$ cat src/ftws_pkg.sv
package ftws_pkg;

    localparam int KEEP_DEPTH    = 60;
    localparam int REPORT_PERIOD = 10;
    localparam int STORE_DEPTH   = KEEP_DEPTH + REPORT_PERIOD;

    localparam int SAMPLE_W = 18;
    localparam int COUNT_W  = 7;
    localparam int PHASE_W  = 4;
    localparam int SUM_W    = 25;
    localparam int SQSUM_W  = 43;
    localparam int WIDE_W   = 50;
    localparam int NN_W     = 13;
    localparam int ROOT_W   = WIDE_W / 2;
    localparam int DCNT_W   = 6;
    localparam int RCNT_W   = 5;

    localparam logic [SAMPLE_W-1:0] VALID_LIMIT = SAMPLE_W'(256000);

endpackage

$ cat src/ftws_cell.sv
module ftws_cell
(
    input  logic                          clk,
    input  logic                          shift_en,
    input  logic [ftws_pkg::SAMPLE_W-1:0] d,
    output logic [ftws_pkg::SAMPLE_W-1:0] q
);

    logic [ftws_pkg::SAMPLE_W-1:0] data_reg;

    // one stored sample, handed on to the neighbor when the row moves
    always_ff @(posedge clk)
    begin
        if (shift_en)
        begin
            data_reg <= d;
        end
    end

    assign q = data_reg;

endmodule

$ cat src/ftws_div.sv
module ftws_div
(
    input  logic                        clk,
    input  logic                        rst_n,
    input  logic                        start,
    input  logic [ftws_pkg::WIDE_W-1:0] dividend,
    input  logic [ftws_pkg::NN_W-1:0]   divisor,
    output logic                        done,
    output logic [ftws_pkg::WIDE_W-1:0] quotient
);

    logic [ftws_pkg::WIDE_W-1:0] work_reg;
    logic [ftws_pkg::NN_W-1:0]   rem_reg;
    logic [ftws_pkg::NN_W-1:0]   den_reg;
    logic [ftws_pkg::DCNT_W-1:0] cnt_reg;
    logic                        busy_reg;
    logic                        done_reg;
    logic [ftws_pkg::NN_W:0]     trial;
    logic                        ge;

    // one quotient bit per cycle, restoring
    assign trial = {rem_reg, work_reg[ftws_pkg::WIDE_W-1]};
    assign ge    = trial >= {1'b0, den_reg};

    always_ff @(posedge clk or negedge rst_n)
    begin
        if (!rst_n)
        begin
            busy_reg <= 1'b0;
            done_reg <= 1'b0;
            cnt_reg  <= '0;
        end
        else
        begin
            done_reg <= 1'b0;
            if (start)
            begin
                busy_reg <= 1'b1;
                cnt_reg  <= '0;
                work_reg <= dividend;
                rem_reg  <= '0;
                den_reg  <= divisor;
            end
            else if (busy_reg)
            begin
                work_reg <= {work_reg[ftws_pkg::WIDE_W-2:0], ge};
                rem_reg  <= ge ? ftws_pkg::NN_W'(trial - {1'b0, den_reg})
                               : trial[ftws_pkg::NN_W-1:0];
                cnt_reg  <= cnt_reg + 1'b1;
                if (cnt_reg == ftws_pkg::DCNT_W'(ftws_pkg::WIDE_W - 1))
                begin
                    busy_reg <= 1'b0;
                    done_reg <= 1'b1;
                end
            end
        end
    end

    assign done     = done_reg;
    assign quotient = work_reg;

endmodule

$ cat src/ftws_sqrt.sv
module ftws_sqrt
(
    input  logic                        clk,
    input  logic                        rst_n,
    input  logic                        start,
    input  logic [ftws_pkg::WIDE_W-1:0] radicand,
    output logic                        done,
    output logic [ftws_pkg::ROOT_W-1:0] root
);

    logic [ftws_pkg::WIDE_W-1:0] rad_reg;
    logic [ftws_pkg::ROOT_W-1:0] root_reg;
    logic [ftws_pkg::ROOT_W+2:0] rem_reg;
    logic [ftws_pkg::RCNT_W-1:0] cnt_reg;
    logic                        busy_reg;
    logic                        done_reg;
    logic [ftws_pkg::ROOT_W+2:0] part;
    logic [ftws_pkg::ROOT_W+2:0] trial;
    logic                        ge;

    // two radicand bits in, one root bit out per cycle
    assign part  = {rem_reg[ftws_pkg::ROOT_W:0], rad_reg[ftws_pkg::WIDE_W-1 -: 2]};
    assign trial = {1'b0, root_reg, 2'b01};
    assign ge    = part >= trial;

    always_ff @(posedge clk or negedge rst_n)
    begin
        if (!rst_n)
        begin
            busy_reg <= 1'b0;
            done_reg <= 1'b0;
            cnt_reg  <= '0;
        end
        else
        begin
            done_reg <= 1'b0;
            if (start)
            begin
                busy_reg <= 1'b1;
                cnt_reg  <= '0;
                rad_reg  <= radicand;
                root_reg <= '0;
                rem_reg  <= '0;
            end
            else if (busy_reg)
            begin
                rad_reg  <= {rad_reg[ftws_pkg::WIDE_W-3:0], 2'b00};
                rem_reg  <= ge ? part - trial : part;
                root_reg <= {root_reg[ftws_pkg::ROOT_W-2:0], ge};
                cnt_reg  <= cnt_reg + 1'b1;
                if (cnt_reg == ftws_pkg::RCNT_W'(ftws_pkg::ROOT_W - 1))
                begin
                    busy_reg <= 1'b0;
                    done_reg <= 1'b1;
                end
            end
        end
    end

    assign done = done_reg;
    assign root = root_reg;

endmodule

$ cat src/frame_time_window_stats.sv
// report: a sample that completes a report gives its result after a walk around the sample row,
// a shift-and-add multiply, two divisions on one serial divider, a square root and the
// control states, later while the previous result still waits; other samples give no
// result
// throughput: one sample per cycle between reports, input held off during a report
// reset: rst_n clears counts and control at once; stored samples are not cleared
module frame_time_window_stats
(
    input  logic        clk,
    input  logic        rst_n,
    input  logic        s_tvalid,
    output logic        s_tready,
    input  logic [23:0] s_tdata,   // frame_time[17:0], zero pad
    output logic        m_tvalid,
    input  logic        m_tready,
    output logic [79:0] m_tdata    // mean_time, min_time, max_time, jitter_time, sample_count, pad
);

    localparam int SW = ftws_pkg::SAMPLE_W;
    localparam int CW = ftws_pkg::COUNT_W;
    localparam int ND = ftws_pkg::STORE_DEPTH;

    typedef enum logic [3:0] {
        ST_IDLE, ST_WALK, ST_MULN, ST_SQ, ST_SUB, ST_DIVV, ST_DIVM, ST_ROOT, ST_FIN
    } state_t;

    state_t                         state_reg;
    logic [CW-1:0]                  held_reg;
    logic [ftws_pkg::PHASE_W-1:0]   phase_reg;
    logic [CW-1:0]                  n_reg;
    logic [CW-1:0]                  k_reg;
    logic [2:0]                     mcnt_reg;
    logic [SW-1:0]                  tap_reg;
    logic                           tap_ok_reg;
    logic [2*SW-1:0]                sq_reg;
    logic                           sq_ok_reg;
    logic [ftws_pkg::SUM_W-1:0]     sum_reg;
    logic [ftws_pkg::SQSUM_W-1:0]   sumsq_reg;
    logic [SW-1:0]                  min_reg;
    logic [SW-1:0]                  max_reg;
    logic [ftws_pkg::WIDE_W-1:0]    nsq_reg;
    logic [ftws_pkg::WIDE_W-1:0]    sum2_reg;
    logic [ftws_pkg::NN_W-1:0]      nn_reg;
    logic [ftws_pkg::WIDE_W-1:0]    var_reg;
    logic [SW-1:0]                  mean_reg;
    logic                           m_tvalid_reg;
    logic [79:0]                    m_tdata_reg;

    logic [SW-1:0]                  sample;
    logic                           accept;
    logic                           sample_ok;
    logic                           row_move;
    logic                           walking;
    logic [SW-1:0]                  cell_d [ND];
    logic [SW-1:0]                  cell_q [ND];
    logic                           div_start;
    logic [ftws_pkg::WIDE_W-1:0]    div_dividend;
    logic [ftws_pkg::NN_W-1:0]      div_divisor;
    logic                           div_done;
    logic [ftws_pkg::WIDE_W-1:0]    div_q;
    logic                           sqrt_start;
    logic                           sqrt_done;
    logic [ftws_pkg::ROOT_W-1:0]    sqrt_root;
    logic [CW-1:0]                  held_next;
    logic                           out_load;

    assign sample    = s_tdata[SW-1:0];
    assign s_tready  = (state_reg == ST_IDLE);
    assign accept    = s_tvalid && s_tready;
    assign sample_ok = (sample != '0) && (sample < ftws_pkg::VALID_LIMIT);
    assign walking   = (state_reg == ST_WALK) && (k_reg < CW'(ND));
    assign row_move  = (accept && sample_ok) || walking;
    assign held_next = (held_reg < CW'(ND)) ? held_reg + 1'b1 : held_reg;
    assign out_load  = (state_reg == ST_FIN) && (!m_tvalid_reg || m_tready);

    // row of sample cells: newest in cell 0, rotates end to front during a walk
    genvar gi;
    generate
        for (gi = 0; gi < ND; gi++)
        begin : g_cell
            if (gi == 0)
            begin : g_head
                assign cell_d[gi] = walking ? cell_q[ND-1] : sample;
            end
            else
            begin : g_body
                assign cell_d[gi] = cell_q[gi-1];
            end
            ftws_cell u_cell
            (
                .clk      (clk),
                .shift_en (row_move),
                .d        (cell_d[gi]),
                .q        (cell_q[gi])
            );
        end
    endgenerate

    // serial divider shared by both divisions, and the root unit
    assign div_start    = (state_reg == ST_SUB) || (state_reg == ST_DIVV && div_done);
    assign div_dividend = (state_reg == ST_SUB) ? nsq_reg - sum2_reg
                                                : {{(ftws_pkg::WIDE_W-ftws_pkg::SUM_W){1'b0}}, sum_reg};
    assign div_divisor  = (state_reg == ST_SUB) ? nn_reg
                                                : {{(ftws_pkg::NN_W-CW){1'b0}}, n_reg};
    assign sqrt_start   = (state_reg == ST_DIVM) && div_done;

    ftws_div u_div
    (
        .clk      (clk),
        .rst_n    (rst_n),
        .start    (div_start),
        .dividend (div_dividend),
        .divisor  (div_divisor),
        .done     (div_done),
        .quotient (div_q)
    );

    ftws_sqrt u_sqrt
    (
        .clk      (clk),
        .rst_n    (rst_n),
        .start    (sqrt_start),
        .radicand (var_reg),
        .done     (sqrt_done),
        .root     (sqrt_root)
    );

    // report sequencer and output register
    always_ff @(posedge clk or negedge rst_n)
    begin
        if (!rst_n)
        begin
            state_reg    <= ST_IDLE;
            held_reg     <= '0;
            phase_reg    <= '0;
            m_tvalid_reg <= 1'b0;
            k_reg        <= '0;
            mcnt_reg     <= '0;
            tap_ok_reg   <= 1'b0;
            sq_ok_reg    <= 1'b0;
        end
        else
        begin
            // a finished report enters the output once the previous one has left
            if (out_load)
            begin
                m_tvalid_reg <= 1'b1;
            end
            else if (m_tvalid_reg && m_tready)
            begin
                m_tvalid_reg <= 1'b0;
            end
            unique case (state_reg)
                ST_IDLE:
                begin
                    if (accept && sample_ok)
                    begin
                        held_reg <= held_next;
                        n_reg    <= held_next;
                        if (phase_reg == ftws_pkg::PHASE_W'(ftws_pkg::REPORT_PERIOD - 1))
                        begin
                            phase_reg  <= '0;
                            state_reg  <= ST_WALK;
                            k_reg      <= '0;
                            sum_reg    <= '0;
                            sumsq_reg  <= '0;
                            min_reg    <= '1;
                            max_reg    <= '0;
                            tap_ok_reg <= 1'b0;
                            sq_ok_reg  <= 1'b0;
                        end
                        else
                        begin
                            phase_reg <= phase_reg + 1'b1;
                        end
                    end
                end
                ST_WALK:
                begin
                    // tap the row end, square, accumulate; the pipe drains after the walk
                    tap_reg    <= cell_q[ND-1];
                    tap_ok_reg <= walking && (k_reg >= CW'(ND) - n_reg);
                    sq_reg     <= tap_reg * tap_reg;
                    sq_ok_reg  <= tap_ok_reg;
                    if (tap_ok_reg)
                    begin
                        sum_reg <= sum_reg + ftws_pkg::SUM_W'(tap_reg);
                        if (tap_reg < min_reg) min_reg <= tap_reg;
                        if (tap_reg > max_reg) max_reg <= tap_reg;
                    end
                    if (sq_ok_reg)
                    begin
                        sumsq_reg <= sumsq_reg + ftws_pkg::SQSUM_W'(sq_reg);
                    end
                    k_reg <= k_reg + 1'b1;
                    if (k_reg == CW'(ND + 2))
                    begin
                        state_reg <= ST_MULN;
                        mcnt_reg  <= 3'(CW - 1);
                        nsq_reg   <= '0;
                    end
                end
                ST_MULN:
                begin
                    // n times sum of squares, shift and add from the top bit of n
                    nsq_reg <= {nsq_reg[ftws_pkg::WIDE_W-2:0], 1'b0}
                             + (n_reg[mcnt_reg] ? ftws_pkg::WIDE_W'(sumsq_reg) : '0);
                    mcnt_reg <= mcnt_reg - 1'b1;
                    if (mcnt_reg == '0)
                    begin
                        state_reg <= ST_SQ;
                    end
                end
                ST_SQ:
                begin
                    sum2_reg  <= ftws_pkg::WIDE_W'(sum_reg) * ftws_pkg::WIDE_W'(sum_reg);
                    nn_reg    <= ftws_pkg::NN_W'(n_reg) * ftws_pkg::NN_W'(n_reg);
                    state_reg <= ST_SUB;
                end
                ST_SUB:
                begin
                    state_reg <= ST_DIVV;
                end
                ST_DIVV:
                begin
                    if (div_done)
                    begin
                        var_reg   <= div_q;
                        state_reg <= ST_DIVM;
                    end
                end
                ST_DIVM:
                begin
                    if (div_done)
                    begin
                        mean_reg  <= div_q[SW-1:0];
                        state_reg <= ST_ROOT;
                    end
                end
                ST_ROOT:
                begin
                    if (sqrt_done)
                    begin
                        state_reg <= ST_FIN;
                    end
                end
                ST_FIN:
                begin
                    if (out_load)
                    begin
                        m_tdata_reg <= {1'b0, n_reg, sqrt_root[SW-1:0], max_reg, min_reg,
                                        mean_reg};
                        if (held_reg > CW'(ftws_pkg::KEEP_DEPTH))
                        begin
                            held_reg <= CW'(ftws_pkg::KEEP_DEPTH);
                        end
                        state_reg <= ST_IDLE;
                    end
                end
                default:
                begin
                    state_reg <= ST_IDLE;
                end
            endcase
        end
    end

    assign m_tvalid = m_tvalid_reg;
    assign m_tdata  = m_tdata_reg;

endmodule

$ cat config.mk
export PLATFORM = sky130hd
export DESIGN_NAME = frame_time_window_stats
export DESIGN_NICKNAME = d
export VERILOG_FILES = /design/src/ftws_pkg.sv /design/src/ftws_cell.sv /design/src/ftws_div.sv /design/src/ftws_sqrt.sv /design/src/frame_time_window_stats.sv
export SDC_FILE = /design/constraint.sdc
export NUM_CORES = 2
export LEC_CHECK = 0
export BUFFER_PORTS_ARGS = -buffer_cell sky130_fd_sc_hd__buf_2
export CAP_MARGIN = 20
export CORE_UTILIZATION = 69
export CTS_CLUSTER_SIZE = 10
export DETAILED_ROUTE_END_ITERATION = 6
export GPL_TIMING_DRIVEN = 0
export PLACE_DENSITY_LB_ADDON = 0.15
export SYNTH_ARGS = -nofsm -noshare
export SYNTH_HDL_FRONTEND = slang
export SYNTH_SLANG_ARGS = --single-unit
$ cat constraint.sdc
create_clock -name clk -period 30.8 [get_ports clk]
set_clock_uncertainty 0.15 [all_clocks]
set_input_delay 0 -clock clk [delete_from_list [all_inputs] [get_ports clk]]
set_output_delay 0 -clock clk [all_outputs]
set_load 0.01 [all_outputs]
**After elaboration in Yosys (flattened, before gate mapping)**

Cells that the tools add are included.

- Register bits after elaboration: 1907
- Bits of input ports: 28

- $add $sub $neg: 13
- Multiply operators: 3
- Magnitude comparators: 10
- Equal/unequal tests: 25
- Muxes and demuxes: 77
- Reductions and logical operators: 41

Operators by type and width:

| cell | number |
|---|---|
| two-way mux 50 bit | 6 |
| two-way mux 43 bit | 4 |
| two-way mux 18 bit | 9 |
| two-way mux 25 bit | 4 |
| one-hot mux 50 bit (2 select lines) | 1 |
| one-hot mux 43 bit (2 select lines) | 1 |
| one-hot mux 18 bit (2 select lines) | 2 |
| two-way mux 28 bit | 2 |
| adder 50 x 43 -> 50 bit | 1 |
| multiplier 25 x 25 -> 50 bit | 1 |
| one-hot mux 25 bit (2 select lines) | 1 |
| subtractor 50 bit | 1 |
| two-way mux 7 bit | 7 |
| adder 43 x 36 -> 43 bit | 1 |
| multiplier 18 x 18 -> 36 bit | 1 |
| two-way mux 4 bit | 9 |
| one-hot mux 4 bit (9 select lines) | 1 |
| >= comparator 28 x 27 -> 1 bit | 1 |
| one-hot mux 7 bit (2 select lines) | 2 |
| subtractor 28 x 27 -> 28 bit | 1 |
| two-way mux 13 bit | 2 |
| adder 25 x 18 -> 25 bit | 1 |
| greater-than comparator 18 bit | 1 |
| less-than comparator 18 bit | 1 |
| other kinds (43) | 108 |

**Depth between registers and ports, before layout**

- Word-level depth: 5
- Depth in mapped cells: 29
- Gate-level depth less buffers: 27

**Modules after synthesis**

A second synthesis with hierarchy kept.

- Cell total of the unflattened synthesis: 7648
- Area, all modules: 102195.5 um^2

Modules (own cells, without submodules):

| module | instances | cells an instance | area an instance (um^2) |
|---|---|---|---|
| frame_time_window_stats | 1 | 5454 | 53421.2 |
| ftws_cell | 70 | 18 | 540.5 |
| ftws_sqrt | 1 | 612 | 6641.4 |
| ftws_div | 1 | 322 | 4296.6 |

**Worst setup path after synthesis**

Ideal clock, no wire load.

- Path type: register to register
- Start point: register state_reg[0]
- End point: register g_cell[0].u_cell.data_reg (netlist bit g_cell[0].u_cell.q[0]), enable pin
- Arrival time: 16.682 ns
- Data required time: 29.528 ns
- Setup slack: 12.846 ns
- Stages on the path, launching flop included: 7
- Buffers on the path: 2
- Period minus slack after synthesis: 17.954 ns
- Cells stage by stage: dfrtp_1 clkbuf_1 nor2b_1 nand2_1 a21oi_1 buf_1 or2_2

- Cells in the longest elaborated chain, start to end: 4
- Elaborated cells between the ends (all ways): 6
- Classes of those cells: eq/ne: 1; reduce/logical: 5

RTL lines:

| item | RTL line | text |
|---|---|---|
| start: declaration | frame_time_window_stats.sv:27 | `state_t state_reg;` |
| start signal: assignment | frame_time_window_stats.sv:133 | `state_reg <= ST_IDLE;` |
| start signal: assignment | frame_time_window_stats.sv:163 | `state_reg <= ST_WALK;` |
| start signal: assignment | frame_time_window_stats.sv:198 | `state_reg <= ST_MULN;` |
| zero test 4 bit | frame_time_window_stats.sv:68 | `assign s_tready = (state_reg == ST_IDLE);` |
| logical AND 1 bit | frame_time_window_stats.sv:69 | `assign accept = s_tvalid && s_tready;` |
| logical AND 1 bit | frame_time_window_stats.sv:72 | `assign row_move = (accept && sample_ok) \|\| walking;` |
| logical OR 1 bit (*) | frame_time_window_stats.sv:72 |  |
| via g_cell[0].u_cell.shift_en | ftws_cell.sv:4 | `input logic shift_en,` |
| end signal: assignment | ftws_cell.sv:16 | `data_reg <= d;` |
| end: declaration | ftws_cell.sv:9 | `logic [ftws_pkg::SAMPLE_W-1:0] data_reg;` |

The timed path passes the listed nets; every way through them passes the cells marked *.
A chain may end at the register's enable or synchronous reset.

**Final worst setup path**

- Start point: register sum_reg[18] in the netlist's numbering
- End point: register sum2_reg[43] in the netlist's numbering, data pin

- Cells in the longest elaborated chain, start to end: 1

RTL lines:

| item | RTL line | text |
|---|---|---|
| start: declaration | frame_time_window_stats.sv:37 | `logic [ftws_pkg::SUM_W-1:0] sum_reg;` |
| start signal: assignment | frame_time_window_stats.sv:187 | `sum_reg <= sum_reg + ftws_pkg::SUM_W'(tap_reg);` |
| multiplier 25 x 25 -> 50 bit | frame_time_window_stats.sv:216 | `sum2_reg <= ftws_pkg::WIDE_W'(sum_reg) * ftws_pkg::WIDE_W'(sum_reg);` |
| end signal: assignment | frame_time_window_stats.sv:216 |  |
| end: declaration | frame_time_window_stats.sv:42 | `logic [ftws_pkg::WIDE_W-1:0] sum2_reg;` |

No other way between the ends.

==> impl_metrics.prom <==
# TYPE chip_impl_metric gauge
chip_impl_info{name="status",value="complete, but fails checks"} 1
chip_impl_info{name="violations",value="DRC"} 1
chip_impl_metric{name="period_share",unit="%"} 32.3
chip_impl_metric{name="ys_warn_count",unit=""} 0
chip_impl_metric{name="worstPathMaxFanout",unit=""} 10
chip_impl_metric{name="largest_net_degree_at_the_start_of_global_routing",unit=""} 75
chip_impl_metric{name="initial_drt_pass_iterations",unit=""} 7
chip_impl_metric{name="gate_count_after_technology_mapping",unit=""} 7650
chip_impl_metric{name="clock_path_buffers",unit=""} 3
chip_impl_metric{name="cts_made_buffers",unit=""} 212
chip_impl_metric{name="floorplan.die.width",unit="um"} 385
chip_impl_metric{name="grt_util_all_layers",unit="%"} 38.0
chip_impl_info{name="path_class",value="flip-flop to flip-flop"} 1
chip_impl_metric{name="grt_pass1_wl",unit="um"} 406000
chip_impl_metric{name="fp.coreArea",unit="sq um"} 146000
chip_impl_info{name="critPathCaptureType",value="flip-flop"} 1
chip_impl_metric{name="floorplan.initialDensity",unit="%"} 69.5
chip_impl_metric{name="synth-seq-cells",unit=""} 1902
chip_impl_metric{name="max_clock_freq",unit="MHz"} 101
chip_impl_metric{name="async_reset_ff_share",unit="%"} 2.26
chip_impl_info{name="synth_top_cell_by_area",value="sky130_fd_sc_hd__edfxtp_1"} 1
chip_impl_metric{name="ant_nets",unit=""} 0
chip_impl_info{name="synth.area.top_cells",value="sky130_fd_sc_hd__edfxtp_1, sky130_fd_sc_hd__fa_1, sky130_fd_sc_hd__ha_1"} 1
chip_impl_metric{name="r2r_cells",unit=""} 25
chip_impl_metric{name="largest_register_ff_count",unit=""} 1260
chip_impl_info{name="tritoncts",value="built"} 1
chip_impl_metric{name="clk_transition_reported_paths",unit="ns"} 0.06
chip_impl_metric{name="cts.repair_timing.setup_buffer_count",unit=""} 0
chip_impl_metric{name="syn_avg_cell_area",unit="sq um"} 13.2
chip_impl_metric{name="nNetsFinal",unit=""} 9333
chip_impl_metric{name="vias",unit=""} 64472
chip_impl_info{name="slowest_stage",value="sky130_fd_sc_hd__clkbuf_1"} 1
chip_impl_metric{name="whs_path_depth",unit=""} 3
chip_impl_metric{name="synth_seq_area_share",unit="%"} 56.2
chip_impl_metric{name="num_rows",unit=""} 140
chip_impl_metric{name="antenna_found_initial",unit=""} 35
chip_impl_info{name="hold_path.class",value="primary input to flip-flop"} 1
chip_impl_metric{name="count_of_flip_flops_with_a_built_in_enable_after_synthesis",unit=""} 1859
chip_impl_metric{name="critPathBufInv",unit=""} 8
chip_impl_metric{name="maxCapViolCount",unit=""} 0
chip_impl_metric{name="hold_viol",unit=""} 0
chip_impl_metric{name="h-tree-depth",unit=""} 4
chip_impl_metric{name="dp_hpwl",unit="um"} 160000
chip_impl_metric{name="slew_headroom",unit="%"} 9.81
chip_impl_metric{name="place_congestion",unit=""} 0.964
chip_impl_metric{name="fp.dieArea",unit="sq um"} 148000
chip_impl_metric{name="detail_route.wirelength",unit="um"} 275000
chip_impl_metric{name="cts_sinks",unit=""} 1902
chip_impl_info{name="rsz_0062_raised_after_global_routing",value="false"} 1
chip_impl_metric{name="netlist.area_leader.share",unit="%"} 55.1
chip_impl_metric{name="final_layout_size_suffix_gt1_share",unit="%"} 5.60
chip_impl_metric{name="mappedNetlistArea",unit="sq um"} 101000
chip_impl_metric{name="arrival",unit="ns"} 10.34
chip_impl_metric{name="period_minus_slack",unit="ns"} 9.95
chip_impl_info{name="worst_path_most_repeated_cell",value="sky130_fd_sc_hd__fa_1"} 1
chip_impl_metric{name="first_global_vias",unit=""} 65045
chip_impl_info{name="cts_root_buf",value="sky130_fd_sc_hd__clkbuf_16"} 1
chip_impl_metric{name="layout-area-overhead-vs-synth",unit="%"} 10.1
chip_impl_metric{name="avgRoutedWirePerCell",unit="um"} 27.4
chip_impl_info{name="critical_path.startpoint_type",value="flip-flop"} 1
chip_impl_metric{name="totalNegativeSetupSlack",unit="ns"} 0
chip_impl_metric{name="drt_drc_violations_left",unit=""} 750
chip_impl_metric{name="worst_skew_pair.late_latency",unit="ns"} 0.92
chip_impl_metric{name="globalRoute.totalOverflow",unit=""} 0
chip_impl_metric{name="finalSetupViolCount",unit=""} 0
chip_impl_metric{name="ioPinCount",unit=""} 110
chip_impl_metric{name="io_buffer_count",unit=""} 102
chip_impl_metric{name="timing_worst_slew_pin_value",unit="ns"} 1.35
chip_impl_metric{name="detailedRoute.firstIterationViolations",unit=""} 8681
chip_impl_metric{name="critical_path.max_stage_delay",unit="ns"} 0.87
chip_impl_metric{name="cp.depth",unit=""} 25
chip_impl_metric{name="timing_max_transition_violations_final",unit=""} 0
chip_impl_metric{name="routed_via_density",unit=""} 6.41
chip_impl_metric{name="vertical_extent_of_the_die",unit="um"} 385
chip_impl_metric{name="critPathRequiredTime",unit="ns"} 31.19
chip_impl_metric{name="synthesis.nets",unit=""} 8939
chip_impl_metric{name="synth_cell_types",unit=""} 88
chip_impl_info{name="leading_register_cell_type_out_of_synthesis",value="sky130_fd_sc_hd__edfxtp_1"} 1
chip_impl_info{name="critPathTopFamily",value="adder cells"} 1
-- per-stage QoR --
stage,instances,hold slack (ns),setup slack (ns),cell area [sq um],utilization [%]
floorplan,7650,-0.446,12.85,101000,-
global placement,9669,0.0501,5.71,104000,71.5
detailed placement,9704,-0.111,21.13,105000,72.1
CTS,10018,0.0167,21.09,111000,76.5
global route,10037,0.0819,20.61,111000,76.5
finish,10061,0.129,20.85,111000,76.6
-- cells in the mapped netlist, types with 7 or more instances --
| master | count |
|---|---|
| sky130_fd_sc_hd__or3_1 | 19 |
| sky130_fd_sc_hd__and3_1 | 58 |
| sky130_fd_sc_hd__nor3b_1 | 20 |
| sky130_fd_sc_hd__nand4b_1 | 13 |
| sky130_fd_sc_hd__nor2_1 | 371 |
| sky130_fd_sc_hd__dfrtp_1 | 43 |
| sky130_fd_sc_hd__ha_1 | 559 |
| sky130_fd_sc_hd__nor2b_1 | 89 |
| sky130_fd_sc_hd__o2111ai_1 | 9 |
| sky130_fd_sc_hd__o21a_1 | 46 |
| sky130_fd_sc_hd__xor2_1 | 108 |
| sky130_fd_sc_hd__a41oi_1 | 9 |
| sky130_fd_sc_hd__o221ai_1 | 9 |
| sky130_fd_sc_hd__a211oi_1 | 46 |
| sky130_fd_sc_hd__a21oi_1 | 299 |
| sky130_fd_sc_hd__nand2b_1 | 50 |
| sky130_fd_sc_hd__nand3b_1 | 7 |
| sky130_fd_sc_hd__a31oi_1 | 59 |
| sky130_fd_sc_hd__o21ai_0 | 200 |
| sky130_fd_sc_hd__a221oi_1 | 7 |
| sky130_fd_sc_hd__a21o_1 | 165 |
| sky130_fd_sc_hd__o31ai_1 | 10 |
| sky130_fd_sc_hd__or2_2 | 17 |
| sky130_fd_sc_hd__o211ai_1 | 32 |
| sky130_fd_sc_hd__a22oi_1 | 7 |
| sky130_fd_sc_hd__nand3_1 | 74 |
| sky130_fd_sc_hd__nor4_1 | 12 |
| sky130_fd_sc_hd__buf_1 | 11 |
| sky130_fd_sc_hd__nand2_1 | 631 |
| sky130_fd_sc_hd__and2_1 | 239 |
| sky130_fd_sc_hd__a211o_1 | 7 |
| sky130_fd_sc_hd__edfxtp_1 | 1859 |
| sky130_fd_sc_hd__a21boi_0 | 12 |
| sky130_fd_sc_hd__mux2i_1 | 51 |
| sky130_fd_sc_hd__xnor2_1 | 170 |
| sky130_fd_sc_hd__o21bai_1 | 27 |
| sky130_fd_sc_hd__mux2_2 | 24 |
| sky130_fd_sc_hd__nand4_1 | 55 |
| sky130_fd_sc_hd__clkbuf_1 | 205 |
| sky130_fd_sc_hd__nor3_1 | 51 |
| sky130_fd_sc_hd__fa_1 | 702 |
| sky130_fd_sc_hd__inv_1 | 1165 |
-- tightest hold or removal path, stage by stage --
cell	delay, ns
sky130_fd_sc_hd__dlygate4sd3_1	0.55
sky130_fd_sc_hd__buf_2	0.21
sky130_fd_sc_hd__mux2_2	0.22
-- timing repair --
action / 4_1_cts / 5_1_grt
setup endpoints to repair: 0 / 0
hold buffers: 39 / 0
gates resized for setup: 0 / 0
endpoints found under the hold margin: 145 / 0
-- per-layer routing --
layer | global-route usage [%] | wire length (um)
met3 | 15.6 | 33400
met4 | 20.5 | 18800
met1 | 47.3 | 99200
met5 | 4.26 | 633
met2 | 56.4 | 123000
-- kinds of logic after synthesis --
family / synth area share, %
DFF: 56.2
adders and majority gates: 20.8
other: 0.00370
AOI/OAI and AO/OA: 6.46
and+or+nand+nor: 8.18
muxes: 0.794
xor gates and xnor gates: 2.41
buffers and inverters: 5.16
-- final cells by class --
class / count / area, sq um
buffer: 221 / 845
fill: 8459 / 34100
multi-input combinational: 4360 / 39100
clock inverter: 23 / 474
tap: 1917 / 2400
inverter: 1167 / 4380
antenna: 39 / 97.6
sequential: 1902 / 56900
timing repair buffer: 180 / 1770
clock buffer: 252 / 5480
-- cells in the final DEF (no fill, tap or decap), types with 20 or more instances in the layout --
| master | n |
|---|---|
| sky130_fd_sc_hd__xor2_1 | 108 |
| sky130_fd_sc_hd__clkbuf_1 | 244 |
| sky130_fd_sc_hd__nor2b_1 | 89 |
| sky130_fd_sc_hd__nand3_1 | 74 |
| sky130_fd_sc_hd__and3_1 | 57 |
| sky130_fd_sc_hd__dfrtp_1 | 43 |
| sky130_fd_sc_hd__clkbuf_16 | 213 |
| sky130_fd_sc_hd__nand2_1 | 631 |
| sky130_fd_sc_hd__mux2i_1 | 51 |
| sky130_fd_sc_hd__buf_2 | 105 |
| sky130_fd_sc_hd__o21a_1 | 44 |
| sky130_fd_sc_hd__xnor2_1 | 170 |
| sky130_fd_sc_hd__a21o_1 | 165 |
| sky130_fd_sc_hd__fa_1 | 702 |
| sky130_fd_sc_hd__o21ai_0 | 200 |
| sky130_fd_sc_hd__a211oi_1 | 46 |
| sky130_fd_sc_hd__nand4_1 | 55 |
| sky130_fd_sc_hd__inv_1 | 1165 |
| sky130_fd_sc_hd__nor3_1 | 50 |
| sky130_fd_sc_hd__edfxtp_1 | 1859 |
| sky130_fd_sc_hd__and2_1 | 237 |
| sky130_fd_sc_hd__a21oi_1 | 298 |
| sky130_fd_sc_hd__dlygate4sd3_1 | 38 |
| sky130_fd_sc_hd__diode_2 | 39 |
| sky130_fd_sc_hd__ha_1 | 559 |
| sky130_fd_sc_hd__mux2_2 | 24 |
| sky130_fd_sc_hd__buf_16 | 22 |
| sky130_fd_sc_hd__a31oi_1 | 59 |
| sky130_fd_sc_hd__o211ai_1 | 32 |
| sky130_fd_sc_hd__nor3b_1 | 20 |
| sky130_fd_sc_hd__o21bai_1 | 27 |
| sky130_fd_sc_hd__nor2_1 | 370 |
| sky130_fd_sc_hd__nand2b_1 | 50 |
-- path summary, 6_finish.rpt --
path                                         from  slack [ns]                      to
max in group asynchronous                   rst_n       29.91         u_sqrt.busy_reg
max reg2reg                           sum_reg[18]       20.85            sum2_reg[43]
min in group asynchronous                   rst_n        0.18             held_reg[2]
max                                   sum_reg[18]       20.85            sum2_reg[43]
min                                    s_tdata[9]        0.13   g_cell[0].u_cell.q[9]
min reg2reg                g_cell[1].u_cell.q[16]        0.21  g_cell[2].u_cell.q[16]
Power is left out: the tool's default activity adds up to more than one toggle a clock period on the data nets, which glitch-free logic cannot reach.
